[config.mk]
export PLATFORM = sky130hd
export DESIGN_NAME = i2c_master_write_engine_core
export DESIGN_NICKNAME = d
export VERILOG_FILES = /design/src/i2cmw_pkg.sv /design/src/i2c_master_write_engine_core.sv /design/src/i2cmw_front.sv /design/src/i2cmw_back.sv
export SDC_FILE = /design/constraint.sdc
export NUM_CORES = 1
export LEC_CHECK = 0
export BUFFER_PORTS_ARGS = -buffer_cell sky130_fd_sc_hd__buf_4
export CAP_MARGIN = 20
export CORE_ASPECT_RATIO = 1.4
export CORE_MARGIN = 2
export CORE_UTILIZATION = 35
export CTS_BUF_LIST = sky130_fd_sc_hd__clkbuf_8
export DETAILED_ROUTE_END_ITERATION = 10
export GPL_TIMING_DRIVEN = 0
export PLACE_DENSITY_LB_ADDON = 0.08
export REMOVE_ABC_BUFFERS = 1
export SYNTH_ARGS = -nofsm -noshare
export SYNTH_HDL_FRONTEND = slang
export SYNTH_SLANG_ARGS = --single-unit
[constraint.sdc]
create_clock -name clk -period 2.7 [get_ports clk]
set_input_delay 0.675 -clock clk [delete_from_list [all_inputs] [get_ports clk]]
set_output_delay 0.675 -clock clk [all_outputs]
set_load 0.05 [all_outputs]
[src/i2cmw_pkg.sv]
// Shared types and constants of the I2C master write engine.
`default_nettype none
package i2cmw_pkg;

	localparam int unsigned TICK_W     = 16;
	localparam int unsigned LIMIT_W    = 8;
	localparam int unsigned CMD_W      = 3;
	localparam int unsigned DATA_W     = 8;
	localparam int unsigned BIT_IDX_W  = 4;
	localparam int unsigned CFG_IDX_W  = 2;

	localparam int unsigned FQ_DEPTH   = 4;
	localparam int unsigned FQ_AW      = $clog2(FQ_DEPTH);
	localparam int unsigned FQ_CW      = $clog2(FQ_DEPTH + 1);
	localparam int unsigned RQ_DEPTH   = 2;
	localparam int unsigned RQ_AW      = (RQ_DEPTH > 1) ? $clog2(RQ_DEPTH) : 1;
	localparam int unsigned RQ_CW      = $clog2(RQ_DEPTH + 1);

	localparam logic [BIT_IDX_W-1:0] BYTE_BITS = BIT_IDX_W'(8);

	localparam logic [CMD_W-1:0] CMD_TICK  = 3'd0;
	localparam logic [CMD_W-1:0] CMD_START = 3'd1;
	localparam logic [CMD_W-1:0] CMD_STOP  = 3'd2;
	localparam logic [CMD_W-1:0] CMD_BYTE  = 3'd3;
	localparam logic [CMD_W-1:0] CMD_BIT   = 3'd4;

	localparam logic [CFG_IDX_W-1:0] REG_SETUP = 2'd0;
	localparam logic [CFG_IDX_W-1:0] REG_HOLD  = 2'd1;
	localparam logic [CFG_IDX_W-1:0] REG_HIGH  = 2'd2;
	localparam logic [CFG_IDX_W-1:0] REG_LIMIT = 2'd3;

	typedef enum logic [2:0] {
		KIND_NONE  = 3'd0,
		KIND_START = 3'd1,
		KIND_STOP  = 3'd2,
		KIND_BYTE  = 3'd3,
		KIND_BIT   = 3'd4
	} kind_t;

	typedef enum logic [12:0] {
		PH_IDLE      = 13'b0000000000001,
		PH_START_SDA = 13'b0000000000010,
		PH_START_SCL = 13'b0000000000100,
		PH_STOP_SCL  = 13'b0000000001000,
		PH_STOP_SDA  = 13'b0000000010000,
		PH_BIT_HIGH  = 13'b0000000100000,
		PH_BIT_LOW   = 13'b0000001000000,
		PH_BYTE_HIGH = 13'b0000010000000,
		PH_BYTE_LOW  = 13'b0000100000000,
		PH_BYTE_NEXT = 13'b0001000000000,
		PH_ACK_SCL   = 13'b0010000000000,
		PH_ACK_POLL  = 13'b0100000000000,
		PH_END       = 13'b1000000000000
	} phase_t;

	typedef struct packed {
		kind_t              kind;
		logic [DATA_W-1:0]  data;
		logic               sda_in;
	} tick_t;

	typedef struct packed {
		logic [TICK_W-1:0]  setup_ticks;
		logic [TICK_W-1:0]  hold_ticks;
		logic [TICK_W-1:0]  high_ticks;
		logic [LIMIT_W-1:0] ack_retry_limit;
	} cfg_t;

	typedef struct packed {
		logic scl_release;
		logic sda_release;
		logic busy_res;
		logic done_res;
		logic ack_error;
	} res_t;

endpackage
`default_nettype wire

[src/i2c_master_write_engine_core.sv]
// Top level of the I2C master write engine: configuration registers, front and back ends.
// Every word pushed is one bus timing tick and yields exactly one result word, in order.
// The engine sustains one tick per clock cycle while a tick is queued and the result queue has room:
// the sequencer state advances once per such cycle, and a four-word tick queue in front of it and a
// two-word result queue behind it let either side stall without stopping the other. A tick is registered
// in the tick queue and then its result in the result queue before the result can be popped. Timing
// registers are written through wr_en, wr_index and wr_data and should only change while no sequence is running.
`default_nettype none
module i2c_master_write_engine_core (
	input  wire logic                           clk,
	input  wire logic                           arst_n,
	input  wire logic                           push,
	output logic                                full,
	input  wire logic [i2cmw_pkg::CMD_W-1:0]     cmd,
	input  wire logic [i2cmw_pkg::DATA_W-1:0]    data,
	input  wire logic                           sda_in,
	output logic                                empty,
	input  wire logic                           pop,
	output logic                                scl_release,
	output logic                                sda_release,
	output logic                                busy_res,
	output logic                                done_res,
	output logic                                ack_error,
	input  wire logic                           wr_en,
	input  wire logic [i2cmw_pkg::CFG_IDX_W-1:0] wr_index,
	input  wire logic [i2cmw_pkg::TICK_W-1:0]    wr_data
);
	import i2cmw_pkg::*;

	cfg_t  cfg_q;
	tick_t head;
	logic  head_valid;
	logic  head_take;
	res_t  res_out;

	always_ff @(posedge clk or negedge arst_n) begin
		if (!arst_n) begin
			cfg_q.setup_ticks     <= TICK_W'(5);
			cfg_q.hold_ticks      <= TICK_W'(5);
			cfg_q.high_ticks      <= TICK_W'(10);
			cfg_q.ack_retry_limit <= LIMIT_W'(100);
		end else if (wr_en) begin
			unique case (wr_index)
				REG_SETUP: cfg_q.setup_ticks     <= wr_data;
				REG_HOLD:  cfg_q.hold_ticks      <= wr_data;
				REG_HIGH:  cfg_q.high_ticks      <= wr_data;
				REG_LIMIT: cfg_q.ack_retry_limit <= wr_data[LIMIT_W-1:0];
				default: begin
				end
			endcase
		end
	end

	i2cmw_front u_front (
		.clk        (clk),
		.arst_n     (arst_n),
		.push       (push),
		.full       (full),
		.cmd        (cmd),
		.data       (data),
		.sda_in     (sda_in),
		.head_valid (head_valid),
		.head       (head),
		.head_take  (head_take)
	);

	i2cmw_back u_back (
		.clk        (clk),
		.arst_n     (arst_n),
		.cfg        (cfg_q),
		.head_valid (head_valid),
		.head       (head),
		.head_take  (head_take),
		.empty      (empty),
		.pop        (pop),
		.res_out    (res_out)
	);

	assign scl_release = res_out.scl_release;
	assign sda_release = res_out.sda_release;
	assign busy_res    = res_out.busy_res;
	assign done_res    = res_out.done_res;
	assign ack_error   = res_out.ack_error;

endmodule
`default_nettype wire

[src/i2cmw_front.sv]
// Front end: accepts ticks, classifies the command and queues them for the sequencer.
`default_nettype none
module i2cmw_front (
	input  wire logic                        clk,
	input  wire logic                        arst_n,
	input  wire logic                        push,
	output logic                             full,
	input  wire logic [i2cmw_pkg::CMD_W-1:0]  cmd,
	input  wire logic [i2cmw_pkg::DATA_W-1:0] data,
	input  wire logic                        sda_in,
	output logic                             head_valid,
	output i2cmw_pkg::tick_t                 head,
	input  wire logic                        head_take
);
	import i2cmw_pkg::*;

	tick_t              mem_q [FQ_DEPTH];
	logic [FQ_AW-1:0]   wr_ptr_q;
	logic [FQ_AW-1:0]   rd_ptr_q;
	logic [FQ_CW-1:0]   count_q;
	tick_t              entry;
	logic               wr_fire;
	logic               rd_fire;

	// A single bit is carried in the MSB so the sequencer treats it like a byte's first bit.
	always_comb begin
		entry.data   = data;
		entry.sda_in = sda_in;
		unique case (cmd)
			CMD_START: entry.kind = KIND_START;
			CMD_STOP:  entry.kind = KIND_STOP;
			CMD_BYTE:  entry.kind = KIND_BYTE;
			CMD_BIT: begin
				entry.kind = KIND_BIT;
				entry.data = {(data != '0), {(DATA_W-1){1'b0}}};
			end
			default:   entry.kind = KIND_NONE;
		endcase
	end

	assign full       = (count_q == FQ_CW'(FQ_DEPTH));
	assign head_valid = (count_q != '0);
	assign head       = mem_q[rd_ptr_q];
	assign wr_fire    = push && !full;
	assign rd_fire    = head_take && head_valid;

	always_ff @(posedge clk) begin
		if (wr_fire) begin
			mem_q[wr_ptr_q] <= entry;
		end
	end

	always_ff @(posedge clk or negedge arst_n) begin
		if (!arst_n) begin
			wr_ptr_q <= '0;
			rd_ptr_q <= '0;
			count_q  <= '0;
		end else begin
			if (wr_fire) begin
				wr_ptr_q <= (wr_ptr_q == FQ_AW'(FQ_DEPTH - 1)) ? '0 : wr_ptr_q + FQ_AW'(1);
			end
			if (rd_fire) begin
				rd_ptr_q <= (rd_ptr_q == FQ_AW'(FQ_DEPTH - 1)) ? '0 : rd_ptr_q + FQ_AW'(1);
			end
			if (wr_fire && !rd_fire) begin
				count_q <= count_q + FQ_CW'(1);
			end else if (rd_fire && !wr_fire) begin
				count_q <= count_q - FQ_CW'(1);
			end
		end
	end

endmodule
`default_nettype wire

[src/i2cmw_back.sv]
// Back end: the line sequencer, one tick per step, with its result queue.
`default_nettype none
module i2cmw_back (
	input  wire logic             clk,
	input  wire logic             arst_n,
	input  wire i2cmw_pkg::cfg_t  cfg,
	input  wire logic             head_valid,
	input  wire i2cmw_pkg::tick_t head,
	output logic                  head_take,
	output logic                  empty,
	input  wire logic             pop,
	output i2cmw_pkg::res_t       res_out
);
	import i2cmw_pkg::*;

	phase_t                 phase_q, phase_n;
	logic [TICK_W-1:0]      wait_q, wait_n;
	logic [BIT_IDX_W-1:0]   bit_q, bit_n;
	logic [DATA_W-1:0]      shift_q, shift_n;
	logic [LIMIT_W-1:0]     retry_q, retry_n;
	logic                   scl_q, scl_n;
	logic                   sda_q, sda_n;
	logic                   err_q, err_n;
	logic [LIMIT_W:0]       retry_inc;
	logic [BIT_IDX_W-1:0]   bit_inc;
	logic [DATA_W-1:0]      shift_inc;
	res_t                   res;

	res_t                   rq_q [RQ_DEPTH];
	logic [RQ_AW-1:0]       rq_wr_q;
	logic [RQ_AW-1:0]       rq_rd_q;
	logic [RQ_CW-1:0]       rq_cnt_q;
	logic                   step;
	logic                   rq_pop;

	assign step      = head_valid && (rq_cnt_q != RQ_CW'(RQ_DEPTH));
	assign head_take = step;
	assign retry_inc = {1'b0, retry_q} + (LIMIT_W+1)'(1);
	assign bit_inc   = bit_q + BIT_IDX_W'(1);
	assign shift_inc = {shift_q[DATA_W-2:0], 1'b0};

	always_comb begin
		phase_n = phase_q;
		wait_n  = wait_q;
		bit_n   = bit_q;
		shift_n = shift_q;
		retry_n = retry_q;
		scl_n   = scl_q;
		sda_n   = sda_q;
		err_n   = err_q;
		res     = '0;
		if (phase_q == PH_IDLE) begin
			if (head.kind != KIND_NONE) begin
				err_n        = 1'b0;
				retry_n      = '0;
				res.busy_res = 1'b1;
				wait_n       = cfg.setup_ticks;
				unique case (head.kind)
					KIND_START: begin
						scl_n   = 1'b1;
						sda_n   = 1'b1;
						phase_n = PH_START_SDA;
					end
					KIND_STOP: begin
						sda_n   = 1'b0;
						phase_n = PH_STOP_SCL;
					end
					KIND_BYTE: begin
						shift_n = head.data;
						bit_n   = '0;
						sda_n   = head.data[DATA_W-1];
						phase_n = PH_BYTE_HIGH;
					end
					KIND_BIT: begin
						sda_n   = head.data[DATA_W-1];
						phase_n = PH_BIT_HIGH;
					end
					default: begin
						phase_n = PH_IDLE;
					end
				endcase
			end
		end else if (wait_q != '0) begin
			wait_n       = wait_q - TICK_W'(1);
			res.busy_res = 1'b1;
		end else begin
			res.busy_res = 1'b1;
			unique case (phase_q)
				PH_START_SDA: begin
					sda_n = 1'b0; wait_n = cfg.hold_ticks; phase_n = PH_START_SCL;
				end
				PH_START_SCL: begin
					scl_n = 1'b0; wait_n = cfg.high_ticks; phase_n = PH_END;
				end
				PH_STOP_SCL: begin
					scl_n = 1'b1; wait_n = cfg.high_ticks; phase_n = PH_STOP_SDA;
				end
				PH_STOP_SDA: begin
					sda_n = 1'b1; wait_n = cfg.high_ticks; phase_n = PH_END;
				end
				PH_BIT_HIGH: begin
					scl_n = 1'b1; wait_n = cfg.high_ticks; phase_n = PH_BIT_LOW;
				end
				PH_BIT_LOW: begin
					scl_n = 1'b0; wait_n = cfg.hold_ticks; phase_n = PH_END;
				end
				PH_BYTE_HIGH: begin
					scl_n = 1'b1; wait_n = cfg.high_ticks; phase_n = PH_BYTE_LOW;
				end
				PH_BYTE_LOW: begin
					scl_n = 1'b0; wait_n = cfg.hold_ticks; phase_n = PH_BYTE_NEXT;
				end
				PH_BYTE_NEXT: begin
					shift_n = shift_inc;
					bit_n   = bit_inc;
					wait_n  = cfg.setup_ticks;
					if (bit_inc < BYTE_BITS) begin
						sda_n   = shift_inc[DATA_W-1];
						phase_n = PH_BYTE_HIGH;
					end else begin
						sda_n   = 1'b1;
						phase_n = PH_ACK_SCL;
					end
				end
				PH_ACK_SCL: begin
					scl_n = 1'b1; wait_n = cfg.hold_ticks; phase_n = PH_ACK_POLL;
				end
				PH_ACK_POLL: begin
					wait_n = cfg.setup_ticks;
					if (!head.sda_in) begin
						scl_n   = 1'b0;
						wait_n  = cfg.hold_ticks;
						phase_n = PH_END;
					end else if (retry_inc > {1'b0, cfg.ack_retry_limit}) begin
						err_n   = 1'b1;
						sda_n   = 1'b0;
						phase_n = PH_STOP_SCL;
					end else begin
						retry_n = retry_inc[LIMIT_W-1:0];
						phase_n = PH_ACK_POLL;
					end
				end
				default: begin
					phase_n       = PH_IDLE;
					wait_n        = '0;
					res.busy_res  = 1'b0;
					res.done_res  = 1'b1;
					res.ack_error = err_q;
				end
			endcase
		end
		res.scl_release = scl_n;
		res.sda_release = sda_n;
	end

	always_ff @(posedge clk or negedge arst_n) begin
		if (!arst_n) begin
			phase_q <= PH_IDLE;
			wait_q  <= '0;
			bit_q   <= '0;
			shift_q <= '0;
			retry_q <= '0;
			scl_q   <= 1'b1;
			sda_q   <= 1'b1;
			err_q   <= 1'b0;
		end else if (step) begin
			phase_q <= phase_n;
			wait_q  <= wait_n;
			bit_q   <= bit_n;
			shift_q <= shift_n;
			retry_q <= retry_n;
			scl_q   <= scl_n;
			sda_q   <= sda_n;
			err_q   <= err_n;
		end
	end

	assign empty   = (rq_cnt_q == '0);
	assign rq_pop  = pop && !empty;
	assign res_out = rq_q[rq_rd_q];

	always_ff @(posedge clk) begin
		if (step) begin
			rq_q[rq_wr_q] <= res;
		end
	end

	always_ff @(posedge clk or negedge arst_n) begin
		if (!arst_n) begin
			rq_wr_q  <= '0;
			rq_rd_q  <= '0;
			rq_cnt_q <= '0;
		end else begin
			if (step) begin
				rq_wr_q <= (rq_wr_q == RQ_AW'(RQ_DEPTH - 1)) ? '0 : rq_wr_q + RQ_AW'(1);
			end
			if (rq_pop) begin
				rq_rd_q <= (rq_rd_q == RQ_AW'(RQ_DEPTH - 1)) ? '0 : rq_rd_q + RQ_AW'(1);
			end
			if (step && !rq_pop) begin
				rq_cnt_q <= rq_cnt_q + RQ_CW'(1);
			end else if (rq_pop && !step) begin
				rq_cnt_q <= rq_cnt_q - RQ_CW'(1);
			end
		end
	end

	a_err_with_done: assert property (@(posedge clk) disable iff (!arst_n)
		step && res.ack_error |-> res.done_res)
		else $error("ack error reported without done");

	a_done_not_busy: assert property (@(posedge clk) disable iff (!arst_n)
		step && res.done_res |-> !res.busy_res)
		else $error("done and busy reported together");

	a_done_goes_idle: assert property (@(posedge clk) disable iff (!arst_n)
		step && res.done_res |=> phase_q == PH_IDLE)
		else $error("sequencer not idle after done");

	a_rq_bound: assert property (@(posedge clk) disable iff (!arst_n)
		rq_cnt_q <= RQ_CW'(RQ_DEPTH))
		else $error("result queue overflow");

endmodule
`default_nettype wire
==> results of run 1 <==
-- cell type report --
class	count	share of cell area, %
clock buffers	17	2.21
clock inverters	15	1.49
inverters	22	0.781
multi-input cells	504	39.7
flip-flops and latches	176	44.6
well taps	315	3.73
repair buffers	95	7.45
-- placed cells by master (no fill, tap or decap), types with 16 or more instances in the layout --
cell,n
clkbuf_8,17
nor3_1,16
nor2_1,37
mux2_2,64
nor2b_1,16
nand2_1,47
buf_4,84
nand3_1,21
edfxtp_1,58
dfrtp_1,100
ha_1,17
o21ai_0,23
o21ai_1,18
inv_1,22
-- repair_timing --
item	CTS	global route
endpoints found under the setup margin	55	43
pin swaps	24	12
resized for setup	60	17
setup buffers	33	17
-- power groups by stage --
| stage | sequential, mW | clock (mW) | combinational, mW |
|---|---|---|---|
| CTS | 4.20 | 1.94 | 4.42 |
| floorplan | 4.02 | 0 | 2.86 |
| global placement | 4.21 | 0 | 3.86 |
| global route | 4.31 | 2.05 | 5.04 |
| detailed placement | 4.26 | 0 | 4.00 |
| finish | 4.21 | 1.87 | 4.61 |
-- sequential cells by signal (all words and copies together), names as in the netlist --
signal	flops
u_back.wait_q	16
u_back.sda_q	1
u_back.rq_cnt_q	2
u_back.scl_q	1
u_back.phase_q	13
u_front.wr_ptr_q	2
u_front.rd_ptr_q	2
u_front.mem_q	48
u_back.rq_q	10
u_back.bit_q	4
u_back.shift_q	7
u_back.rq_wr_q	1
u_back.retry_q	8
u_front.count_q	3
u_back.err_q	1
u_back.rq_rd_q	1
cfg_q	56
-- per-stage QoR --
step                      setup TNS, ns  worst slack (ns)  hold slack (ns)  utilization (%)
after floorplan                   -2.42            -0.401            0.379                -
after global placement           -68.38             -1.33            0.474             37.9
after detailed placement         -37.79             -1.06            0.474             38.3
after CTS                         -1.66            -0.212           0.0461             41.8
after global routing              -3.81            -0.350           0.0527             42.7
final                             -2.18            -0.228           0.0617             42.7
-- metal layers --
metal	part of all wire (%)	vias up	wire length [µm]	global-route usage, %
li1	-	2933	-	-
met1	39	3208	8870	18.9
met2	56	113	12700	34.7
met3	2.8	29	651	3.47
met4	2.7	0	614	6.75
met5	0	-	0	0
-- worst max path at each step --
stage                     cells past startpoint  slack (ns)            endpoint                from
after CTS                                    12       -0.21   u_back.retry_q[6]   u_back.retry_q[1]
after global placement                        6       -1.33        u_back.err_q  u_front.count_q[0]
after detailed placement                     11       -1.06   u_back.rq_q[0][3]   u_back.retry_q[0]
after global routing                         13       -0.35   u_back.retry_q[2]   u_back.retry_q[0]
after floorplan                               6       -0.40  u_front.count_q[1]  u_front.count_q[0]
final                                        12       -0.23   u_back.retry_q[6]   u_back.retry_q[0]
-- cells by family after synthesis --
logic type / share of synthesized area, %
DFF: 53.3
muxes: 11.6
and+or+nand+nor: 16.0
adders and majority gates: 2.78
xor gates and xnor gates: 2.28
buffers and inverters: 2.72
AOI/OAI and AO/OA: 11.4
==> results.sh, run 1 <==
export IMPL_status="complete, but fails checks"
export IMPL_violations="negative setup slack"
export IMPL_rsz0062_at_grt="true"
export IMPL_wl_per_cell_um=20.0
export IMPL_sw_frac_of_total_pct=40.7
export IMPL_antenna_found_initial=0
export IMPL_die_x_um=138
export IMPL_dp_cells=1062
export IMPL_diodes=0
export IMPL_cts_buffer_depth=2
export IMPL_power_share_clock_pct=17.5
export IMPL_peakVddDrop_mv=0.413
export IMPL_drv_slew=0
export IMPL_path_max_fanout=6
export IMPL_path_clk_slew_ns=0.10
export IMPL_combPwrFrac_pct=43.1
export IMPL_finalNetCount=870
export IMPL_design_area_um2=10600
export IMPL_synth_top_cell_area_share_pct=30.0
export IMPL_chipHeight_um=192
export IMPL_seq_area_frac_synth_pct=53.3
export IMPL_grt_pass1_vias=6642
export IMPL_power_frac_seq_pct=39.4
export IMPL_syn_area_um2=8840
export IMPL_worstPathArrival_ns=3.33
export IMPL_cts_tree="built"
export IMPL_crit_buf_inv=1
export IMPL_intPower_mw=6.34
export IMPL_power_leakage_nw=4.16
export IMPL_cts_max_level=4
export IMPL_grt_overflow_total=0
export IMPL_timing_critical_path_to_type="flop"
export IMPL_cp_top_family="simple AND/OR/NAND/NOR gates"
export IMPL_synthFlopType="dfrtp_1"
export IMPL_p_per_area_nw_per_um2=1010
export IMPL_final_cells=1144
export IMPL_hp_class="in -> async"
export IMPL_synth_edf_count=58
export IMPL_cts_root_buf="clkbuf_8"
export IMPL_cpPeakStageDelay_ns=0.44
export IMPL_cp_start_kind="flop"
export IMPL_min_period_over_period_pct=108
export IMPL_die_area_um2=26600
export IMPL_syn_to_final_growth_pct=19.7
export IMPL_slew_limit_headroom_pct=28.3
export IMPL_grt_max_degree=91
export IMPL_core_area_um2=24800
export IMPL_synth_distinct_cells=78
export IMPL_routabilityCongestion=0.828
export IMPL_cts_buffers=17
export IMPL_drtIter0Drc=337
export IMPL_hold_violations=0
export IMPL_synth_cells=732
export IMPL_grt_usage_pct=17.8
export IMPL_power_switching_mw=4.35
export IMPL_critical_path_cell_chain="ha_4 > nand3_4 > or3_4 > nand2_2 > ha_1 > a21o_1 > a211oi_4 > a211oi_4 > nor4bb_4 > buf_6 > mux2_2 > o21ai_1"
export IMPL_post_synth_top_count_cell="dfrtp_1"
export IMPL_grt_pass1_wl_mm=36.4
export IMPL_ctsHoldBuffers=0
export IMPL_post_route_cells_drive_above_1_share_pct=33.5
export IMPL_cp_slowest_cell="dfrtp_2"
export IMPL_drc=0
export IMPL_fmax_mhz=341
export IMPL_via_per_inst=5.49
export IMPL_seq_area_um2=4720
export IMPL_skew_ns=0.0114
export IMPL_synth_common_cells="dfrtp_1, mux2_2, edfxtp_1"
export IMPL_synthArstFlopShare_pct=67.0
export IMPL_cp_data_required_time_ns=3.10
export IMPL_pin_count=42
export IMPL_rows=68
export IMPL_reg2reg_slack_ns=-0.23
export IMPL_r2r_cells=12
export IMPL_setup_viol=14
export IMPL_finalWorstSetupSlack_ns=-0.228
export IMPL_start_util_pct=35.7
export IMPL_crit_top_cell="a211oi_4"
export IMPL_clock_sinks=176
export IMPL_port_buffers=41
export IMPL_r2r_start="u_back.retry_q[0]"
export IMPL_min_period_ns=2.93
export IMPL_vias=6283
export IMPL_routed_wirelength_mm=22.9
export IMPL_synth_top_cell_by_area="dfrtp_1"
export IMPL_tightest_slew_ns=1.07
export IMPL_rr_endpoint="u_back.retry_q[6]"
export IMPL_multi_input_area_um2=4200
export IMPL_p_total_mw=10.7
export IMPL_max_cap_violations=0
export IMPL_syn_area_per_cell_um2=12.1
export IMPL_synth_seq_cells=176
export IMPL_fillers=2294
export IMPL_placed_area_um2=9470
export IMPL_ant_nets=0
export IMPL_ys_warn_count=0
export IMPL_synthTopCellsByArea="dfrtp_1, edfxtp_1, mux2_2, dfstp_2, mux4_2"
export IMPL_hpwl_mm=15.7
export IMPL_clk_latency_ns=0.48
export IMPL_dr_pass1_iters=4
export IMPL_critical_path_class="reg -> reg"
Power figures use the tool's default switching activity.
==> run 2, diff against run 1 <==
- BUFFER_PORTS_ARGS: -buffer_cell sky130_fd_sc_hd__buf_4 -> -buffer_cell sky130_fd_sc_hd__buf_2
==> run 2 against run 1 <==
  * The run still ends with negative setup slack left
  * Core utilization decreased by 0.39 points
  * Register-to-register slack improved by 0.05 ns
  * First-iteration DRC count decreased by 21%
  * Critical path depth increased by 1
  * Hold slack improved by 0.0035 ns
  * Sequential power about the same
  * Maximum frequency increased by 1.6%
  * Die area unchanged
  * Critical path type unchanged
==> results.sh, run 2 (synthesized netlist as in run 1, its figures left out) <==
export IMPL_chipHeight_um=192
export IMPL_timing_critical_path_to_type="flop"
export IMPL_drv_slew=0
export IMPL_place_ws_ns=-1.10
export IMPL_antenna_found_initial=0
export IMPL_rsz0062_at_grt="true"
export IMPL_peakVddDrop_mv=0.480
export IMPL_dp_cells=1062
export IMPL_drc=0
export IMPL_clk_latency_ns=0.47
export IMPL_holdWs_ns=0.0652
export IMPL_setup_tns_ns=-1.62
export IMPL_via_per_inst=5.49
export IMPL_core_area_um2=24800
export IMPL_finalWorstSetupSlack_ns=-0.182
export IMPL_routed_wirelength_mm=22.8
export IMPL_tightest_slew_ns=1.09
export IMPL_cts_buffers=17
export IMPL_most_common_layout_cells="dfrtp_1, mux2_2, edfxtp_1, nand2_1, buf_2"
export IMPL_pin_count=42
export IMPL_fmax_mhz=347
export IMPL_cts_max_level=4
export IMPL_cts_root_buf="clkbuf_8"
export IMPL_setup_viol=14
export IMPL_rows=68
export IMPL_finalNetCount=864
export IMPL_path_clk_slew_ns=0.10
export IMPL_worstPathArrival_ns=3.25
export IMPL_min_period_ns=2.88
export IMPL_largest_registers="cfg_q: 56 flops, u_front.mem_q: 48 flops, u_back.wait_q: 16 flops"
export IMPL_p_per_area_nw_per_um2=1010
export IMPL_fin_util_pct=42.3
export IMPL_placed_area_um2=9370
export IMPL_grt_usage_pct=17.6
export IMPL_diodes=0
export IMPL_start_util_pct=35.7
export IMPL_slew_limit_headroom_pct=26.9
export IMPL_dr_pass1_iters=7
export IMPL_hpwl_mm=15.6
export IMPL_largest_reg_flops=56
export IMPL_max_cap_violations=0
export IMPL_min_period_over_period_pct=107
export IMPL_grt_pass1_wl_mm=36.1
export IMPL_violations="negative setup slack"
export IMPL_routabilityCongestion=0.835
export IMPL_hp_class="in -> async"
export IMPL_cts_buffer_depth=2
export IMPL_final_cells=1138
export IMPL_die_area_um2=26600
export IMPL_drtIter0Drc=265
export IMPL_grt_overflow_total=0
export IMPL_skew_ns=0.0172
export IMPL_regMostFlops="cfg_q"
export IMPL_power_leakage_nw=4.08
export IMPL_syn_to_final_growth_pct=18.6
export IMPL_grt_max_degree=93
export IMPL_final_common_cell="dfrtp_1"
export IMPL_grt_pass1_vias=6499
export IMPL_port_buffers=41
export IMPL_design_area_um2=10500
export IMPL_critical_path_class="reg -> reg"
export IMPL_post_route_cells_drive_above_1_share_pct=33.8
export IMPL_wl_per_cell_um=20.0
export IMPL_cp_start_kind="flop"
export IMPL_hold_violations=0
export IMPL_cp_data_required_time_ns=3.07
export IMPL_ant_nets=0
export IMPL_status="complete, but fails checks"
export IMPL_cts_tree="built"
export IMPL_ctsHoldBuffers=0
export IMPL_path_max_fanout=6
export IMPL_vias=6249
export IMPL_die_x_um=138
export IMPL_p_total_mw=10.6
export IMPL_clock_sinks=176
-- run 2: critical path, stage by stage, from the launching register on --
cell,delay [ns]
dfrtp_2,0.42
and3_4,0.20
and3_4,0.19
and3_4,0.21
xor2_4,0.18
ha_4,0.23
and3_4,0.16
and3_4,0.15
a211oi_4,0.38
nor4bb_4,0.09
buf_6,0.16
buf_12,0.12
xor2_2,0.13
and2_1,0.15
-- run 2: worst paths after layout --
| check | start | end | slack (ns) | cells past startpoint |
|---|---|---|---|---|
| worst min-delay path | arst_n | u_back.retry_q[0] | 0.07 | 1 |
| worst max-delay path | u_back.retry_q[0] | u_back.retry_q[0] | -0.18 | 13 |
| worst min register to register | u_back.scl_q | u_back.scl_q | 0.50 | 2 |
| worst max register to register | u_back.retry_q[0] | u_back.retry_q[0] | -0.18 | 13 |
| max in group asynchronous | arst_n | u_back.phase_q[7] | 1.84 | 2 |
| min in group clk | sda_in | u_front.mem_q[1][0] | 0.42 | 1 |
-- run 2: layout make-up --
cell class	instances	area [µm²]
Sequential cell	176	4720
Inverter	22	82.6
Clock buffer	17	234
Clock inverter	15	160
Timing Repair Buffer	89	646
Tap cell	315	394
Multi-Input combinational cell	504	4250
Fill cell	2375	14300
-- run 2: metal layers --
| layer | wire [µm] | vias to the layer above | share of wire [%] | GRT usage [%] |
|---|---|---|---|---|
| met2 | 12800 | 98 | 56 | 34.3 |
| met3 | 602 | 19 | 2.6 | 2.97 |
| li1 | - | 2936 | - | - |
| met5 | 0 | - | 0 | 0 |
| met4 | 467 | 0 | 2.1 | 6.44 |
| met1 | 8860 | 3196 | 39 | 19.1 |
-- run 2: report_power, final --
group	switching, mW	total, mW	internal [mW]
logic	2.62	4.52	1.90
clock network	1.02	1.86	0.833
registers	0.674	4.21	3.53
total	4.32	10.6	6.27
-- run 2: timing repair --
item                                    in CTS  in global routing
endpoints found under the setup margin      56                 47
pin swaps                                   22                 14
setup buffers                               30                 14
gates resized for setup                     48                 32
cloned                                       0                  0
==> run 3, diff against run 2 <==
- clock period: 2.7 -> 3.7 ns (I/O delays scaled with it)
==> run 3 against run 2 <==
  * The run now ends clean
  * Sequential power decreased by 27%
  * Largest cell class unchanged
  * Critical endpoint is now u_back.phase_q[12]
  * Sequential share of layout area increased by 2.9 points
  * Hold slack improved by 0.26 ns
  * Critical path type unchanged
==> results.sh, run 3 (synthesized netlist as in run 1, its figures left out) <==
export IMPL_post_route_cells_drive_above_1_share_pct=24.8
export IMPL_critical_path_cell_chain="o32ai_4 > inv_1 > o21ai_1 > or2_1 > mux2_2"
export IMPL_grt_overflow_total=0
export IMPL_timing_critical_path_to_type="flop"
export IMPL_cts_root_buf="clkbuf_8"
export IMPL_rsz0062_at_grt="false"
export IMPL_r2r_cells=5
export IMPL_grt_pass1_vias=6284
export IMPL_path_clk_slew_ns=0.09
export IMPL_reg2reg_slack_ns=0.30
export IMPL_drv_slew=0
export IMPL_r2r_start="u_front.count_q[1]"
export IMPL_status="complete, no violations"
export IMPL_port_buffers=41
export IMPL_hpwl_mm=15.6
export IMPL_wl_per_cell_um=19.8
export IMPL_start_util_pct=35.7
export IMPL_grt_pass1_wl_mm=35.0
export IMPL_largest_registers="cfg_q: 56 flops, u_front.mem_q: 48 flops, u_back.wait_q: 16 flops"
export IMPL_power_leakage_nw=3.86
export IMPL_drtIter0Drc=339
export IMPL_cpPeakStageDelay_ns=0.86
export IMPL_syn_to_final_growth_pct=11.3
export IMPL_finalNetCount=827
export IMPL_largest_reg_flops=56
export IMPL_final_common_cell="dfrtp_1"
export IMPL_die_area_um2=26600
export IMPL_chipHeight_um=192
export IMPL_cp_slowest_cell="o32ai_4"
export IMPL_cts_buffers=17
export IMPL_routabilityCongestion=0.835
export IMPL_peakVddDrop_mv=0.284
export IMPL_final_cells=1101
export IMPL_rows=68
export IMPL_placed_area_um2=9370
export IMPL_antenna_found_initial=0
export IMPL_via_per_inst=5.47
export IMPL_slew_limit_headroom_pct=26.5
export IMPL_cts_buffer_depth=2
export IMPL_ant_nets=0
export IMPL_clock_sinks=176
export IMPL_dr_pass1_iters=4
export IMPL_diodes=0
export IMPL_tightest_slew_ns=1.10
export IMPL_setup_viol=0
export IMPL_ctsHoldBuffers=0
export IMPL_skew_ns=0.0158
export IMPL_p_per_area_nw_per_um2=739
export IMPL_cts_max_level=4
export IMPL_grt_usage_pct=17.1
export IMPL_worstPathArrival_ns=3.74
export IMPL_min_period_ns=3.40
export IMPL_min_period_over_period_pct=92.0
export IMPL_die_x_um=138
export IMPL_drc=0
export IMPL_cp_data_required_time_ns=4.04
export IMPL_core_area_um2=24800
export IMPL_hold_violations=0
export IMPL_critical_path_class="reg -> reg"
export IMPL_cts_tree="built"
export IMPL_pin_count=42
export IMPL_most_common_layout_cells="dfrtp_1, mux2_2, edfxtp_1, nand2_1, buf_2"
export IMPL_hp_class="in -> async"
export IMPL_max_cap_violations=0
export IMPL_dp_cells=1062
export IMPL_rr_endpoint="u_back.phase_q[12]"
export IMPL_path_max_fanout=17
export IMPL_regMostFlops="cfg_q"
export IMPL_routed_wirelength_mm=21.8
export IMPL_cp_start_kind="flop"
export IMPL_fmax_mhz=294
export IMPL_vias=6026
export IMPL_grt_max_degree=93
export IMPL_clk_latency_ns=0.46
export IMPL_design_area_um2=9830
run 3: changes by cell type in the layout (fill, tap and decap cells not counted), sizes merged:
cell	delta
buf	-37
run 3: what timing repair did:
action / in CTS / in global routing
pin swaps: 1 / 1
endpoints found under the setup margin: 6 / 5
gates resized for setup: 1 / 2
setup buffers: 2 / 5
run 3: final cells by class:
cell class	count	area (µm²)
flip-flops and latches	176	4710
well taps	315	394
multi-input cells	504	3930
inverters	22	82.6
clock inverters	15	160
clock buffers	17	234
repair buffers	52	323
fillers	2396	14900
run 3: worst max path at each step:
stage,slack (ns),from,to,cells past startpoint
after global routing,0.05,u_front.count_q[0],u_back.phase_q[12],5
after detailed placement,-0.10,u_back.wait_q[11],u_back.retry_q[6],6
after CTS,0.08,u_back.retry_q[0],u_back.retry_q[6],11
final,0.30,u_front.count_q[1],u_back.phase_q[12],5
after floorplan,0.60,u_front.count_q[0],u_front.count_q[1],6
after global placement,-0.37,u_front.count_q[0],u_back.err_q,6
run 3: power by group:
group	switching [mW]	internal (mW)	leakage, nW	total [mW]
clock network	0.738	0.608	0.194	1.35
logic	1.74	1.13	1.70	2.87
registers	0.486	2.57	1.97	3.06
total	2.97	4.30	3.86	7.27
run 3: worst max-delay path: cells and delay by family (launching register included):
kind / cells / cell delay, ns
compound gates: 2 / 1.13
simple gates: 1 / 0.65
buf+inv: 1 / 0.60
flops: 1 / 0.46
mux: 1 / 0.41
run 3: per-layer routing:
metal	vias to the layer above	share of wire [%]	GRT usage, %
met5	-	0	0
met4	0	1.7	5.93
met3	14	2.4	2.94
met2	100	56	33.0
met1	3061	40	18.7
li1	2851	-	-
run 3: per-stage QoR:
stage	hold slack (ns)	utilization (%)	power, mW	setup TNS [ns]	setup slack, ns
3_3_place_gp	0.475	37.5	5.85	-7.65	-0.370
3_5_place_dp	0.482	37.9	5.98	-0.247	-0.100
2_1_floorplan	0.455	-	5.02	0	0.599
6_report	0.330	39.7	7.27	0	0.297
5_1_grt	0.301	39.7	7.80	0	0.0527
4_1_cts	0.292	39.5	7.37	0	0.0788
